[src/rtl/two_channel_frame_deframer_defines.svh]
// Assertion macros for the two-channel frame deframer.
`ifndef TWO_CHANNEL_FRAME_DEFRAMER_DEFINES_SVH
`define TWO_CHANNEL_FRAME_DEFRAMER_DEFINES_SVH
`ifndef SYNTHESIS
`define DFR_ASSERT_IMP(label, clk, rst_n, ante, cons) \
    label: assert property (@(posedge clk) disable iff (!rst_n) (ante) |-> (cons)) \
        else $error("deframer check failed");
`define DFR_ASSERT_NXT(label, clk, rst_n, ante, cons) \
    label: assert property (@(posedge clk) disable iff (!rst_n) (ante) |=> (cons)) \
        else $error("deframer check failed");
`else
`define DFR_ASSERT_IMP(label, clk, rst_n, ante, cons)
`define DFR_ASSERT_NXT(label, clk, rst_n, ante, cons)
`endif
`endif

[src/rtl/dfr_pkg.sv]
// Shared types and constants for the two-channel frame deframer.
package dfr_pkg;

    localparam logic [1:0] PH_HUNT = 2'd0;
    localparam logic [1:0] PH_CHAN = 2'd1;
    localparam logic [1:0] PH_LOW  = 2'd2;
    localparam logic [1:0] PH_HIGH = 2'd3;

    localparam logic [1:0] ST_OK       = 2'd0;
    localparam logic [1:0] ST_NOHEAD   = 2'd1;
    localparam logic [1:0] ST_NOSELECT = 2'd2;

    localparam logic [1:0] CFG_HEAD_BYTE       = 2'd0;
    localparam logic [1:0] CFG_CHANNEL_BIT     = 2'd1;
    localparam logic [1:0] CFG_HUNT_LIMIT      = 2'd2;
    localparam logic [1:0] CFG_SELECT_ATTEMPTS = 2'd3;

    localparam logic [7:0] RST_HEAD_BYTE       = 8'h55;
    localparam logic [2:0] RST_CHANNEL_BIT     = 3'd5;
    localparam logic [3:0] RST_HUNT_LIMIT      = 4'd5;
    localparam logic [1:0] RST_SELECT_ATTEMPTS = 2'd2;

    typedef struct packed {
        logic [7:0] head_byte;
        logic [2:0] channel_bit;
        logic [3:0] hunt_limit;
        logic [1:0] select_attempts;
    } t_cfg;

    typedef struct packed {
        logic [15:0] red_value;
        logic [15:0] blue_value;
        logic [1:0]  status;
    } t_result;

endpackage

[src/rtl/dfr_cfg.sv]
// Configuration register file of the deframer.
module dfr_cfg (
    input  logic          i_clk,
    input  logic          i_rst_n,
    input  logic          i_cfg_we,
    input  logic [1:0]    i_cfg_index,
    input  logic [7:0]    i_cfg_data,
    output dfr_pkg::t_cfg o_cfg
);
    import dfr_pkg::*;

    t_cfg r_cfg;

    always_ff @(posedge i_clk) begin
        if (!i_rst_n) begin
            r_cfg.head_byte       <= RST_HEAD_BYTE;
            r_cfg.channel_bit     <= RST_CHANNEL_BIT;
            r_cfg.hunt_limit      <= RST_HUNT_LIMIT;
            r_cfg.select_attempts <= RST_SELECT_ATTEMPTS;
        end else if (i_cfg_we) begin
            case (i_cfg_index)
                CFG_HEAD_BYTE:       r_cfg.head_byte       <= i_cfg_data;
                CFG_CHANNEL_BIT:     r_cfg.channel_bit     <= i_cfg_data[2:0];
                CFG_HUNT_LIMIT:      r_cfg.hunt_limit      <= i_cfg_data[3:0];
                CFG_SELECT_ATTEMPTS: r_cfg.select_attempts <= i_cfg_data[1:0];
                default: begin
                end
            endcase
        end
    end

    assign o_cfg = r_cfg;

endmodule

[src/rtl/dfr_core.sv]
// Frame state machine: hunt, channel check and word assembly per byte.
module dfr_core (
    input  logic             i_clk,
    input  logic             i_rst_n,
    input  dfr_pkg::t_cfg    i_cfg,
    input  logic             i_step,
    input  logic [7:0]       i_byte,
    output logic             o_res_valid,
    output dfr_pkg::t_result o_res
);
    import dfr_pkg::*;

    logic [1:0]  r_phase, n_phase;
    logic [3:0]  r_hunt_count, n_hunt_count;
    logic [1:0]  r_attempt_count, n_attempt_count;
    logic        r_exp_chan, n_exp_chan;
    logic [7:0]  r_low_byte, n_low_byte;
    logic [15:0] r_first_word, n_first_word;

    logic [3:0]  hunt_inc;
    logic [1:0]  attempt_inc;
    logic        chan_bit;

    assign hunt_inc    = r_hunt_count + 4'd1;
    assign attempt_inc = r_attempt_count + 2'd1;
    assign chan_bit    = i_byte[i_cfg.channel_bit];

    always_comb begin
        n_phase         = r_phase;
        n_hunt_count    = r_hunt_count;
        n_attempt_count = r_attempt_count;
        n_exp_chan      = r_exp_chan;
        n_low_byte      = r_low_byte;
        n_first_word    = r_first_word;
        o_res_valid     = 1'b0;
        o_res           = '0;
        case (r_phase)
            PH_HUNT: begin
                if (i_byte == i_cfg.head_byte) begin
                    n_phase = PH_CHAN;
                end else if (hunt_inc >= i_cfg.hunt_limit || hunt_inc == 4'd0) begin
                    n_phase         = PH_HUNT;
                    n_hunt_count    = 4'd0;
                    n_attempt_count = 2'd0;
                    n_exp_chan      = 1'b0;
                    o_res_valid     = 1'b1;
                    o_res.status    = ST_NOHEAD;
                end else begin
                    n_hunt_count = hunt_inc;
                end
            end
            PH_CHAN: begin
                if (chan_bit == r_exp_chan) begin
                    n_attempt_count = 2'd0;
                    n_phase         = PH_LOW;
                end else if (attempt_inc >= i_cfg.select_attempts || attempt_inc == 2'd0) begin
                    n_phase         = PH_HUNT;
                    n_hunt_count    = 4'd0;
                    n_attempt_count = 2'd0;
                    n_exp_chan      = 1'b0;
                    o_res_valid     = 1'b1;
                    o_res.status    = ST_NOSELECT;
                end else begin
                    n_attempt_count = attempt_inc;
                    n_hunt_count    = 4'd0;
                    n_phase         = PH_HUNT;
                end
            end
            PH_LOW: begin
                n_low_byte = i_byte;
                n_phase    = PH_HIGH;
            end
            PH_HIGH: begin
                n_phase         = PH_HUNT;
                n_hunt_count    = 4'd0;
                n_attempt_count = 2'd0;
                if (!r_exp_chan) begin
                    n_first_word = {i_byte, r_low_byte};
                    n_exp_chan   = 1'b1;
                end else begin
                    n_exp_chan       = 1'b0;
                    o_res_valid      = 1'b1;
                    o_res.red_value  = r_first_word;
                    o_res.blue_value = {i_byte, r_low_byte};
                    o_res.status     = ST_OK;
                end
            end
            default: begin
                n_phase = PH_HUNT;
            end
        endcase
        if (!i_step) begin
            o_res_valid = 1'b0;
        end
    end

    always_ff @(posedge i_clk) begin
        if (!i_rst_n) begin
            r_phase         <= PH_HUNT;
            r_hunt_count    <= 4'd0;
            r_attempt_count <= 2'd0;
            r_exp_chan      <= 1'b0;
        end else if (i_step) begin
            r_phase         <= n_phase;
            r_hunt_count    <= n_hunt_count;
            r_attempt_count <= n_attempt_count;
            r_exp_chan      <= n_exp_chan;
        end
    end

    always_ff @(posedge i_clk) begin
        if (i_step) begin
            r_low_byte   <= n_low_byte;
            r_first_word <= n_first_word;
        end
    end

endmodule

[src/rtl/two_channel_frame_deframer.sv]
// Two-channel frame deframer top level: input register, frame core, result register.
// Each byte goes input register, frame core, then result register, which drives the outputs.
// Throughput: one byte per cycle; the input register frees whenever the result register can load.
// Results that wait under stall hold the result register; the input register still takes one byte.
// Reset (synchronous, active low) restores register defaults, hunts for channel 0, empties both
// registers.
`include "two_channel_frame_deframer_defines.svh"
module two_channel_frame_deframer (
    input  logic        i_clk,
    input  logic        i_rst_n,
    input  logic        i_cfg_we,
    input  logic [1:0]  i_cfg_index,
    input  logic [7:0]  i_cfg_data,
    input  logic        i_in_valid,
    input  logic [7:0]  i_rx_byte,
    output logic        o_in_stall,
    output logic        o_out_valid,
    output logic [15:0] o_red_value,
    output logic [15:0] o_blue_value,
    output logic [1:0]  o_status,
    input  logic        i_out_stall
);
    import dfr_pkg::*;

    t_cfg    cfg;
    t_result res;
    logic    res_valid;

    logic       r_in_valid;
    logic [7:0] r_in_byte;
    logic       r_out_valid;
    t_result    r_out;

    logic out_ready;
    logic step;
    logic in_ready;
    logic in_accept;

    assign out_ready = !r_out_valid || !i_out_stall;
    assign step      = r_in_valid && out_ready;
    assign in_ready  = !r_in_valid || step;
    assign in_accept = i_in_valid && in_ready;

    dfr_cfg u_cfg (
        .i_clk       (i_clk),
        .i_rst_n     (i_rst_n),
        .i_cfg_we    (i_cfg_we),
        .i_cfg_index (i_cfg_index),
        .i_cfg_data  (i_cfg_data),
        .o_cfg       (cfg)
    );

    dfr_core u_core (
        .i_clk       (i_clk),
        .i_rst_n     (i_rst_n),
        .i_cfg       (cfg),
        .i_step      (step),
        .i_byte      (r_in_byte),
        .o_res_valid (res_valid),
        .o_res       (res)
    );

    always_ff @(posedge i_clk) begin
        if (!i_rst_n) begin
            r_in_valid <= 1'b0;
        end else if (in_accept) begin
            r_in_valid <= 1'b1;
        end else if (step) begin
            r_in_valid <= 1'b0;
        end
    end

    always_ff @(posedge i_clk) begin
        if (in_accept) begin
            r_in_byte <= i_rx_byte;
        end
    end

    always_ff @(posedge i_clk) begin
        if (!i_rst_n) begin
            r_out_valid <= 1'b0;
        end else if (out_ready) begin
            r_out_valid <= res_valid;
        end
    end

    always_ff @(posedge i_clk) begin
        if (out_ready && res_valid) begin
            r_out <= res;
        end
    end

    assign o_in_stall   = !in_ready;
    assign o_out_valid  = r_out_valid;
    assign o_red_value  = r_out.red_value;
    assign o_blue_value = r_out.blue_value;
    assign o_status     = r_out.status;

    `DFR_ASSERT_IMP(a_stall_only_when_full, i_clk, i_rst_n, !r_in_valid, !o_in_stall)
    `DFR_ASSERT_IMP(a_error_zero_words, i_clk, i_rst_n, o_out_valid && o_status != ST_OK,
                    o_red_value == 16'd0 && o_blue_value == 16'd0)
    `DFR_ASSERT_NXT(a_result_lands, i_clk, i_rst_n, step && res_valid, o_out_valid)

endmodule

[config.mk]
export PLATFORM = sky130hd
export DESIGN_NAME = two_channel_frame_deframer
export DESIGN_NICKNAME = d
export VERILOG_FILES = /design/src/rtl/dfr_pkg.sv /design/src/rtl/dfr_cfg.sv /design/src/rtl/dfr_core.sv /design/src/rtl/two_channel_frame_deframer.sv
export VERILOG_INCLUDE_DIRS = /design/src /design/src/rtl
export SDC_FILE = /design/constraint.sdc
export NUM_CORES = 1
export LEC_CHECK = 0
export BUFFER_PORTS_ARGS = -buffer_cell sky130_fd_sc_hd__clkbuf_2
export CORE_MARGIN = 8
export CORE_UTILIZATION = 35
export CTS_BUF_LIST = sky130_fd_sc_hd__clkbuf_16
export DETAILED_ROUTE_END_ITERATION = 6
export GPL_ROUTABILITY_DRIVEN = 0
export SYNTH_ARGS = -nofsm -noshare
export SYNTH_HDL_FRONTEND = slang
export SYNTH_SLANG_ARGS = --single-unit
[constraint.sdc]
create_clock -name i_clk -period 3.1 [get_ports i_clk]
set_input_delay 0.465 -clock i_clk [delete_from_list [all_inputs] [get_ports i_clk]]
set_output_delay 0.465 -clock i_clk [all_outputs]
set_load 0.01 [all_outputs]
After elaboration in Yosys (flattened, before gate mapping)

Cells that the tools add are included.

Register bits after elaboration: 94
Bits of input ports: 23
Output and inout port bits: 36
Logic and storage cells: 97

Add/subtract/negate cells: 2
Magnitude comparators: 3
Equal/unequal tests: 13
Mux-type cells: 34
Bitwise logic cells: 1
Reductions and logical operators: 28

Operators by type and width:

| kind                  | count |
|---|---|
| $mux W2               | 9 |
| $mux W1               | 15 |
| $reduce_and A2 Y1     | 7 |
| $mux W4               | 3 |
| $pmux W2 S3           | 2 |
| $pmux W4 S3           | 1 |
| $eq A2 B2 Y1 const B  | 4 |
| $eq A8 B8 Y1          | 1 |
| $pmux W2 S4           | 1 |
| $reduce_and A4 Y1     | 2 |
| $logic_not A2 Y1      | 3 |
| $pmux W1 S3           | 2 |
| $reduce_and A6 Y1     | 1 |
| $add A4 B1 Y4 const B | 1 |
| $eq A2 B1 Y1 const B  | 2 |
| $ge A4 B4 Y1          | 1 |
| $logic_not A1 Y1      | 4 |
| $logic_not A4 Y1      | 1 |
| $logic_or A1 B1 Y1    | 4 |
| $lt A3 B4 Y1 const B  | 1 |
| $ne A2 B1 Y1 const B  | 2 |
| $ne A2 B2 Y1 const B  | 2 |
| $bmux W1 S3           | 1 |
| $logic_and A1 B1 Y1   | 3 |
| 8 further kinds       | 8 |

Longest topological paths before layout

Gate-level depths: netlist of the first run.

Word-level depth: 8
Gate-level depth with buffers: 9
Gate-level depth less buffers: 9

Modules after synthesis

From an unflattened synthesis of the first run, not the netlist that was laid out.

Cells, all modules: 294
Area total of the unflattened synthesis: 3908.7 um^2

By module, submodules not included:

| module                     | times used | cells each | area each (um^2) | seq. area each (um^2) |
|---|---|---|---|---|
| dfr_core                   | 1          | 173        | 1844.3           | 900.9 |
| two_channel_frame_deframer | 1          | 51         | 1352.5           | 1301.2 |
| dfr_cfg                    | 1          | 70         | 711.9            | 340.3 |

Worst setup path before layout of the first run

Ideal clock, no wire load.

Path type: register to register
Start: reg u_core.r_hunt_count[0]
End: reg r_out, in the netlist o_blue_value[0] (enable)
Library setup time: 0.394 ns
Arrival: 2.623 ns
Data required time: 2.706 ns
Setup slack: 0.083 ns
Stages on the path, launching flop included: 10
Path buffers: 0
Clock period less this slack: 3.017 ns
Path through: dfxtp_1 -> ha_1 -> xor2_1 -> ha_1 -> a21o_1 -> a31oi_1 -> o211ai_1 -> a31o_2 -> and2_1 -> and2_1

Longest elaborated chain between the ends: 8
Elaborated cells on any way between the ends: 9
Classes of those cells: add/sub: 1; order compare: 1; mux: 4; reduce/logical: 3

Ends and longest elaborated chain:

| item                                                    | line                             | source |
|---|---|---|
| from (decl)                                             | dfr_core.sv:14                   | `logic [3:0] r_hunt_count, n_hunt_count;` |
| from (signal assigned)                                  | dfr_core.sv:105                  | `r_hunt_count <= n_hunt_count;` |
| $add A4 B1 Y4 (*)                                       | dfr_core.sv:24                   | `assign hunt_inc = r_hunt_count + 4'd1;` |
| $ge A4 B4 Y1 / $logic_not A4 Y1 (equally long branches) | dfr_core.sv:41                   | `end else if (hunt_inc >= i_cfg.hunt_limit \|\| hunt_inc == 4'd0) begin` |
| $logic_or A1 B1 Y1 (*)                                  | dfr_core.sv:41                   |  |
| $mux W1 (*)                                             | dfr_core.sv:41                   |  |
| $mux W1 (*)                                             | dfr_core.sv:39                   | `if (i_byte == i_cfg.head_byte) begin` |
| $pmux W1 S3 (*)                                         | dfr_core.sv:37                   | `case (r_phase)` |
| $mux W1 (*)                                             | dfr_core.sv:92                   | `if (!i_step) begin` |
| $logic_and A1 B1 Y1 (*)                                 | two_channel_frame_deframer.sv:88 | `if (out_ready && res_valid) begin` |
| to (signal assigned)                                    | two_channel_frame_deframer.sv:89 | `r_out <= res;` |
| to (decl)                                               | two_channel_frame_deframer.sv:32 | `t_result r_out;` |

Every way passes the cells marked *; elsewhere a longest branch is shown, timed or not.
A chain may end at the register's enable or synchronous reset.

Worst setup path in the final report of the first run

Start: reg u_core.r_hunt_count[0]
End: reg r_out, in the netlist o_blue_value[8] (enable)

Same word-level chain as after synthesis.

==> flow_summary.yaml, run 1 <==
die:
  dieArea_mm2: 0.01429
  dieWidth_um: 119.6
  rows: 38
  coreArea_mm2: 0.01065
  initial_core_util_pct: 35.24
  io-pin-count: 59
  die_h_um: 119.6
logic_synthesis:
  synth_edf_count: 66
  syn_nets: 303
  async_flop_share_pct: 0
  syn_avg_cell_area_um2: 13.75
  netlist.area_leader.share_pct: 52.80
  yosysMostFrequentCell: "edfxtp_1"
  synthTopCellsByCount: "edfxtp_1 (66), and2_1 (35), dfxtp_1 (28)"
  synth-seq-cells: 94
  yosys.area.top_type: "edfxtp_1"
  ys.flop_type: "edfxtp_1"
  yosysWarnings: 0
  netlist_area_mm2: 0.003754
  synth_cell_types: 36
  syn_inst: 273
  yosys-top-cells-area: "edfxtp_1 (53%), dfxtp_1 (15%), and2_1 (5.8%)"
  seq_area_frac_synth_pct: 67.73
critical_path:
  crit_fanout: 34
  path_class: "flop to flop"
  startpoint: "u_core.r_hunt_count[0]$_SDFFE_PN0P_"
  r2r_cells: 10
  rr_endpoint: "o_blue_value[8]$_SDFFCE_PN0P_"
  cp_top_family: "compound AO/OA/AOI/OAI gates"
  cp_slowest_cell: "dfxtp_1"
  cp_cell_sequence: "ha_1 -> xor2_1 -> ha_1 -> a21o_1 -> a31oi_1 -> nand3b_1 -> a31o_2 -> and2_1 -> and2_1 -> buf_12"
  startpoint_type: "flop"
  rrSetupSlack_ns: 0.36
  crit_arrival_ns: 2.81
  crit_required_ns: 3.18
  path_buf_inv: 1
  rr_startpoint: "u_core.r_hunt_count[0]$_SDFFE_PN0P_"
  cp-end-kind: "flop"
  slowest_delay_ns: 0.40
outcome:
  status: "finished, final reports clean"
placed_design:
  portBuffers: 58
  dpl_cell_area_mm2: 0.004244
  dp_hpwl_um: 5040
sta:
  fin_tns_setup_ns: 0
  period_minus_slack_ns: 2.736
  setup_viol: 0
  post-route-period-util_pct: 88.25
  slew_viol_final: 0
  slew_headroom_pct: 36.97
  worst_pin_slew_ns: 0.9435
  rsz0062_at_grt: "false"
  max_freq_ghz: 0.3655
  finalHoldViolCount: 0
  finClkSkew_ns: 0.009368
hold_path:
  hp-class: "input pin to flop"
  hold_path.startpoint: "i_rx_byte[2]"
  whs_endpoint: "r_in_byte[2]$_DFFE_PP_"
  hold_depth: 1
power_and_ir_drop:
  combPwrFrac_pct: 4.2
  p_int_mw: 1.948
  p_leak_nw: 1.853
  p_sw_share_pct: 21.38
  p_clk_share_pct: 40.1
  pwr_density_cell_mw_per_mm2: 548.7
  ir_drop_mv: 0.2805
  switchingPower_uw: 529.8
  pwr-share-seq_pct: 55.7
routing:
  drt_first_iter_violations: 119
  dr.pass1.iters: 4
  drc_errors: 0
  route.vias.total: 2206
  via_per_inst: 4.567
  ant_nets: 0
  wl_per_cell_um: 14.34
  wirelength_um: 6927
global_routing:
  grt_pass1_vias: 2232
  grt_max_degree: 35
  grt_pass1_wl_um: 11270
  overflow: 0
  antenna_found_initial: 0
  grt_usage_pct: 10.02
final_layout:
  fillers: 1001
  design_area_mm2: 0.004516
  diodes: 0
  final_util_pct: 42.40
  fin_nets: 369
  layout-drive-gt1-share_pct: 24.20
  area_delta_synth_final_pct: 20.30
clock_network:
  hold_buffers: 0
  cts_buffers: 9
  clk_pin_slew_worst_paths_ns: 0.06
  ctsHtreeMaxLevel: 3
  cts_tree: "built"
  insertion_delay_ns: 0.33
  clock-sinks: 94
  clockBufferDepth: 2
  cts_setup_buffers: 0
  cts_resized: 0
  cts-root-buf: "clkbuf_16"
flow_run:
  drv_cap: 0
## cell type report
cell class                      instances  area, µm²  area share, %
Tap cell                              140      175.2          3.879
Clock inverter                          6      46.29          1.025
Inverter                                7      26.28         0.5819
Multi-Input combinational cell        164       1160          25.69
Sequential cell                        94       2542          56.30
Timing Repair Buffer                   63      340.3          7.537
Clock buffer                            9      225.2          4.988
## kinds of logic after synthesis
| logic type | count (synthesis) | share of synthesized area (%) |
|---|---|---|
| simple gates | 102 | 14.43 |
| flops | 94 | 67.73 |
| compound gates | 24 | 4.700 |
| mux | 20 | 6.533 |
| buf+inv | 15 | 1.500 |
| xor+xnor | 11 | 2.767 |
| fa+ha+maj | 7 | 2.333 |
## registers in the layout, summed over array words and instances, names as in the netlist, named ones only
name and count:
o_blue_value 16, o_out_valid 1, o_red_value 16, o_status 2
r_in_byte 8, r_in_valid 1, u_cfg.o_cfg 17, u_core.r_attempt_count 2
u_core.r_exp_chan 1, u_core.r_first_word 16, u_core.r_hunt_count 4, u_core.r_low_byte 8
u_core.r_phase 1
## worst reg2reg max path, cell delays in order, from the launching register on
cell,delay [ns]
dfxtp_1,0.40
ha_1,0.24
xor2_1,0.18
ha_1,0.27
a21o_1,0.16
a31oi_1,0.19
nand3b_1,0.17
a31o_2,0.30
and2_1,0.19
and2_1,0.19
buf_12,0.18
## metal layers
metal | track usage, % | vias up | wire, µm
met5 | 0 | - | 0
met1 | 12.58 | 1021 | 3281
met4 | 4.918 | 0 | 155
li1 | - | 1116 | -
met2 | 15.16 | 58 | 3040
met3 | 3.476 | 11 | 450
## cell usage in the layout, fill, tap and decap left out, types with 4 or more instances in the layout
cell	n
nor2_1	17
clkbuf_2	58
clkbuf_16	9
mux2i_1	17
nand2_1	23
edfxtp_1	66
a21oi_1	7
and2_1	35
nand3_1	4
nand2b_1	4
inv_1	7
dfxtp_1	28
o22ai_1	4
xor2_1	10
ha_1	7
buf_4	4
## metrics by stage
step                hold slack [ns]  worst slack [ns]  power (mW)  std cells
floorplan                    0.4174           0.08308       1.466        273
global placement             0.4250            0.5013       1.509        468
detailed placement           0.4302            0.3997       1.512        468
CTS                          0.3014            0.3767       2.506        483
global route                 0.3034            0.2330       2.579        483
finish                       0.3109            0.3642       2.478        483
## power groups by stage
| stage | registers (mW) | clock network, mW | logic (mW) |
|---|---|---|---|
| floorplan | 1.40 | 0 | 0.0682 |
| global placement | 1.41 | 0 | 0.103 |
| detailed placement | 1.41 | 0 | 0.105 |
| CTS | 1.38 | 1.02 | 0.106 |
| global route | 1.38 | 1.08 | 0.117 |
| finish | 1.38 | 0.994 | 0.104 |
## worst max-delay path by stage
stage / end / slack [ns] / cells after the start
3_3_place_gp: o_blue_value[15]$_SDFFCE_PN0P_ / 0.50 / 10
3_5_place_dp: o_red_value[7]$_SDFFCE_PN0P_ / 0.40 / 10
4_1_cts: o_red_value[13]$_SDFFCE_PN0P_ / 0.38 / 10
6_report: o_blue_value[8]$_SDFFCE_PN0P_ / 0.36 / 10
2_1_floorplan: o_blue_value[0]$_SDFFCE_PN0P_ / 0.08 / 9
5_1_grt: o_blue_value[4]$_SDFFCE_PN0P_ / 0.23 / 10
Power figures use the tool's default switching activity.
==> inputs of run 2 (changes only) <==
--- a/config.mk
+++ b/config.mk
@@ -6,8 +6,9 @@
 export SDC_FILE = /design/constraint.sdc
 export NUM_CORES = 1
 export LEC_CHECK = 0
+export ABC_AREA = 1
 export BUFFER_PORTS_ARGS = -buffer_cell sky130_fd_sc_hd__clkbuf_2
-export CORE_MARGIN = 8
+export CORE_MARGIN = 2
 export CORE_UTILIZATION = 35
 export CTS_BUF_LIST = sky130_fd_sc_hd__clkbuf_16
 export DETAILED_ROUTE_END_ITERATION = 6
==> run 2 against run 1 <==
Compared with the run above:
- synthesized area up 5.2%
- combinational power rose to 2.5 times the previous value
- hold slack worse by 0.0093 ns
- largest power group unchanged
- via count up 17%
- worst setup slack better by 0.29 ns
- largest cell class unchanged
- die area down 15%
- final cell count up 22%
- critical endpoint is now o_blue_value[11]$_SDFFCE_PN0P_
==> flow_summary.yaml, run 2 <==
critical_path:
  startpoint_type: "flop"
  path_class: "flop to flop"
  cp-end-kind: "flop"
  rrSetupSlack_ns: 0.66
  crit_arrival_ns: 2.43
  crit_fanout: 34
  crit_required_ns: 3.09
sta:
  post-route-period-util_pct: 78.80
  setup_viol: 0
  rsz0062_at_grt: "false"
  finClkSkew_ns: 0.01050
  holdWs_ns: 0.3016
  finalHoldViolCount: 0
  worst_pin_slew_ns: 0.5290
  max_freq_ghz: 0.4094
  fin_tns_setup_ns: 0
  slew_headroom_pct: 64.54
  slew_viol_final: 0
  setup_ws_ns: 0.6573
  period_minus_slack_ns: 2.443
final_layout:
  design_area_mm2: 0.004713
  finalNonFillerCells: 591
  fin_nets: 476
  fillers: 1070
  diodes: 0
  area_delta_synth_final_pct: 19.36
  final_util_pct: 43.10
  seq_area_mm2: 0.002542
  multi_input_area_mm2: 0.001107
  layout-drive-gt1-share_pct: 23.50
  largest_reg_flops: 17
  layout_common_cells: "inv_1 (69), edfxtp_1 (66), clkbuf_2 (58)"
  final_common_cell: "inv_1"
logic_synthesis:
  synthTopCellsByCount: "inv_1 (69), edfxtp_1 (66), nand2_1 (56), nor2_1 (56), dfxtp_1 (28)"
  syn_inst: 378
  synth_edf_count: 66
  yosys-top-cells-area: "edfxtp_1 (50%), dfxtp_1 (14%), inv_1 (6.6%)"
  synth_cell_types: 27
  yosys.area.top_type: "edfxtp_1"
  async_flop_share_pct: 0
  yosysMostFrequentCell: "inv_1"
  syn_avg_cell_area_um2: 10.45
  synth-seq-cells: 94
  netlist_area_mm2: 0.003949
  yosysWarnings: 0
  netlist.area_leader.share_pct: 50.19
  ys.flop_type: "edfxtp_1"
  syn_nets: 408
  seq_area_frac_synth_pct: 64.39
clock_network:
  cts_resized: 0
  hold_buffers: 0
  cts_buffers: 9
  ctsHtreeMaxLevel: 3
  clockBufferDepth: 2
  clock-sinks: 94
  cts_setup_buffers: 0
  cts-root-buf: "clkbuf_16"
  clk_pin_slew_worst_paths_ns: 0.07
  insertion_delay_ns: 0.34
  cts_tree: "built"
die:
  rows: 38
  coreArea_mm2: 0.01094
  dieWidth_um: 110.2
  die_h_um: 110.2
  dieArea_mm2: 0.01215
  initial_core_util_pct: 36.11
  io-pin-count: 59
routing:
  wl_per_cell_um: 11.77
  dr.pass1.iters: 5
  wirelength_um: 6958
  drc_errors: 0
  route.vias.total: 2592
  ant_nets: 0
  drt_first_iter_violations: 114
  via_per_inst: 4.386
hold_path:
  hp-class: "input pin to flop"
global_routing:
  overflow: 0
  grt_max_degree: 35
  grt_pass1_vias: 2401
  grt_usage_pct: 12.51
  grt_pass1_wl_um: 11560
  antenna_found_initial: 0
placed_design:
  portBuffers: 58
  dpl_cell_area_mm2: 0.004423
  pre_cts_ws_ns: 0.6593
  dp_cells: 575
  dp_hpwl_um: 5037
flow_run:
  drv_cap: 0
outcome:
  status: "finished, final reports clean"
power_and_ir_drop:
  p_leak_nw: 2.077
  pwr_density_cell_mw_per_mm2: 584.2
  ir_drop_mv: 0.3299
  p_total_mw: 2.753
[run 2: metal layers]
layer  global-route usage [%]  routed length [µm]  up-vias
met1                    16.14                3233     1172
li1                         -                   -     1351
met3                    3.175                 363       10
met2                    20.38                3261       59
met4                    4.554                  99        0
met5                        0                   0        -
[run 2: power by group]
group / internal (mW) / total (mW) / switching [mW]
Combinational: 0.0987 / 0.262 / 0.163
Sequential: 1.40 / 1.44 / 0.0400
Clock: 0.564 / 1.05 / 0.486
[run 2: layout make-up]
cell class / count / share of cell area, %
multi-input cells: 205 / 23.49
well taps: 140 / 3.716
clock buffers: 9 / 4.778
flip-flops and latches: 94 / 53.94
clock inverters: 7 / 1.380
inverters: 74 / 5.893
repair buffers: 62 / 6.796
[run 2: cells by family (layout without fill, tap and decap cells)]
kind of cell,Yosys count,in the layout,share of synthesized area (%)
compound gates,35,35,5.101
xor+xnor,5,5,1.109
fa+ha+maj,7,7,2.218
buf+inv,79,152,7.573
flops,94,94,64.39
simple gates,158,158,19.61
[run 2: path summary, 6_finish.rpt]
| kind | from | cells after the start | to |
|---|---|---|---|
| hold / removal | i_rx_byte[1] | 1 | r_in_byte[1]$_DFFE_PP_ |
| setup reg to reg | u_core.r_hunt_count[0]$_SDFFE_PN0P_ | 14 | o_blue_value[11]$_SDFFCE_PN0P_ |
| hold reg to reg | u_core.r_low_byte[2]$_DFFE_PP_ | 0 | u_core.r_first_word[2]$_DFFE_PP_ |
| setup / recovery | u_core.r_hunt_count[0]$_SDFFE_PN0P_ | 14 | o_blue_value[11]$_SDFFCE_PN0P_ |
[run 2: critical path, stage by stage, from the launching register on]
cell     delay, ns
dfxtp_1       0.44
ha_1          0.20
nand2_1       0.06
inv_1         0.08
nor2_1        0.06
ha_1          0.27
nand2_1       0.05
nand2_1       0.06
nand2_2       0.06
nand2_4       0.11
nor2_8        0.05
nor2_8        0.12
nand3_4       0.09
inv_1         0.06
buf_4         0.36
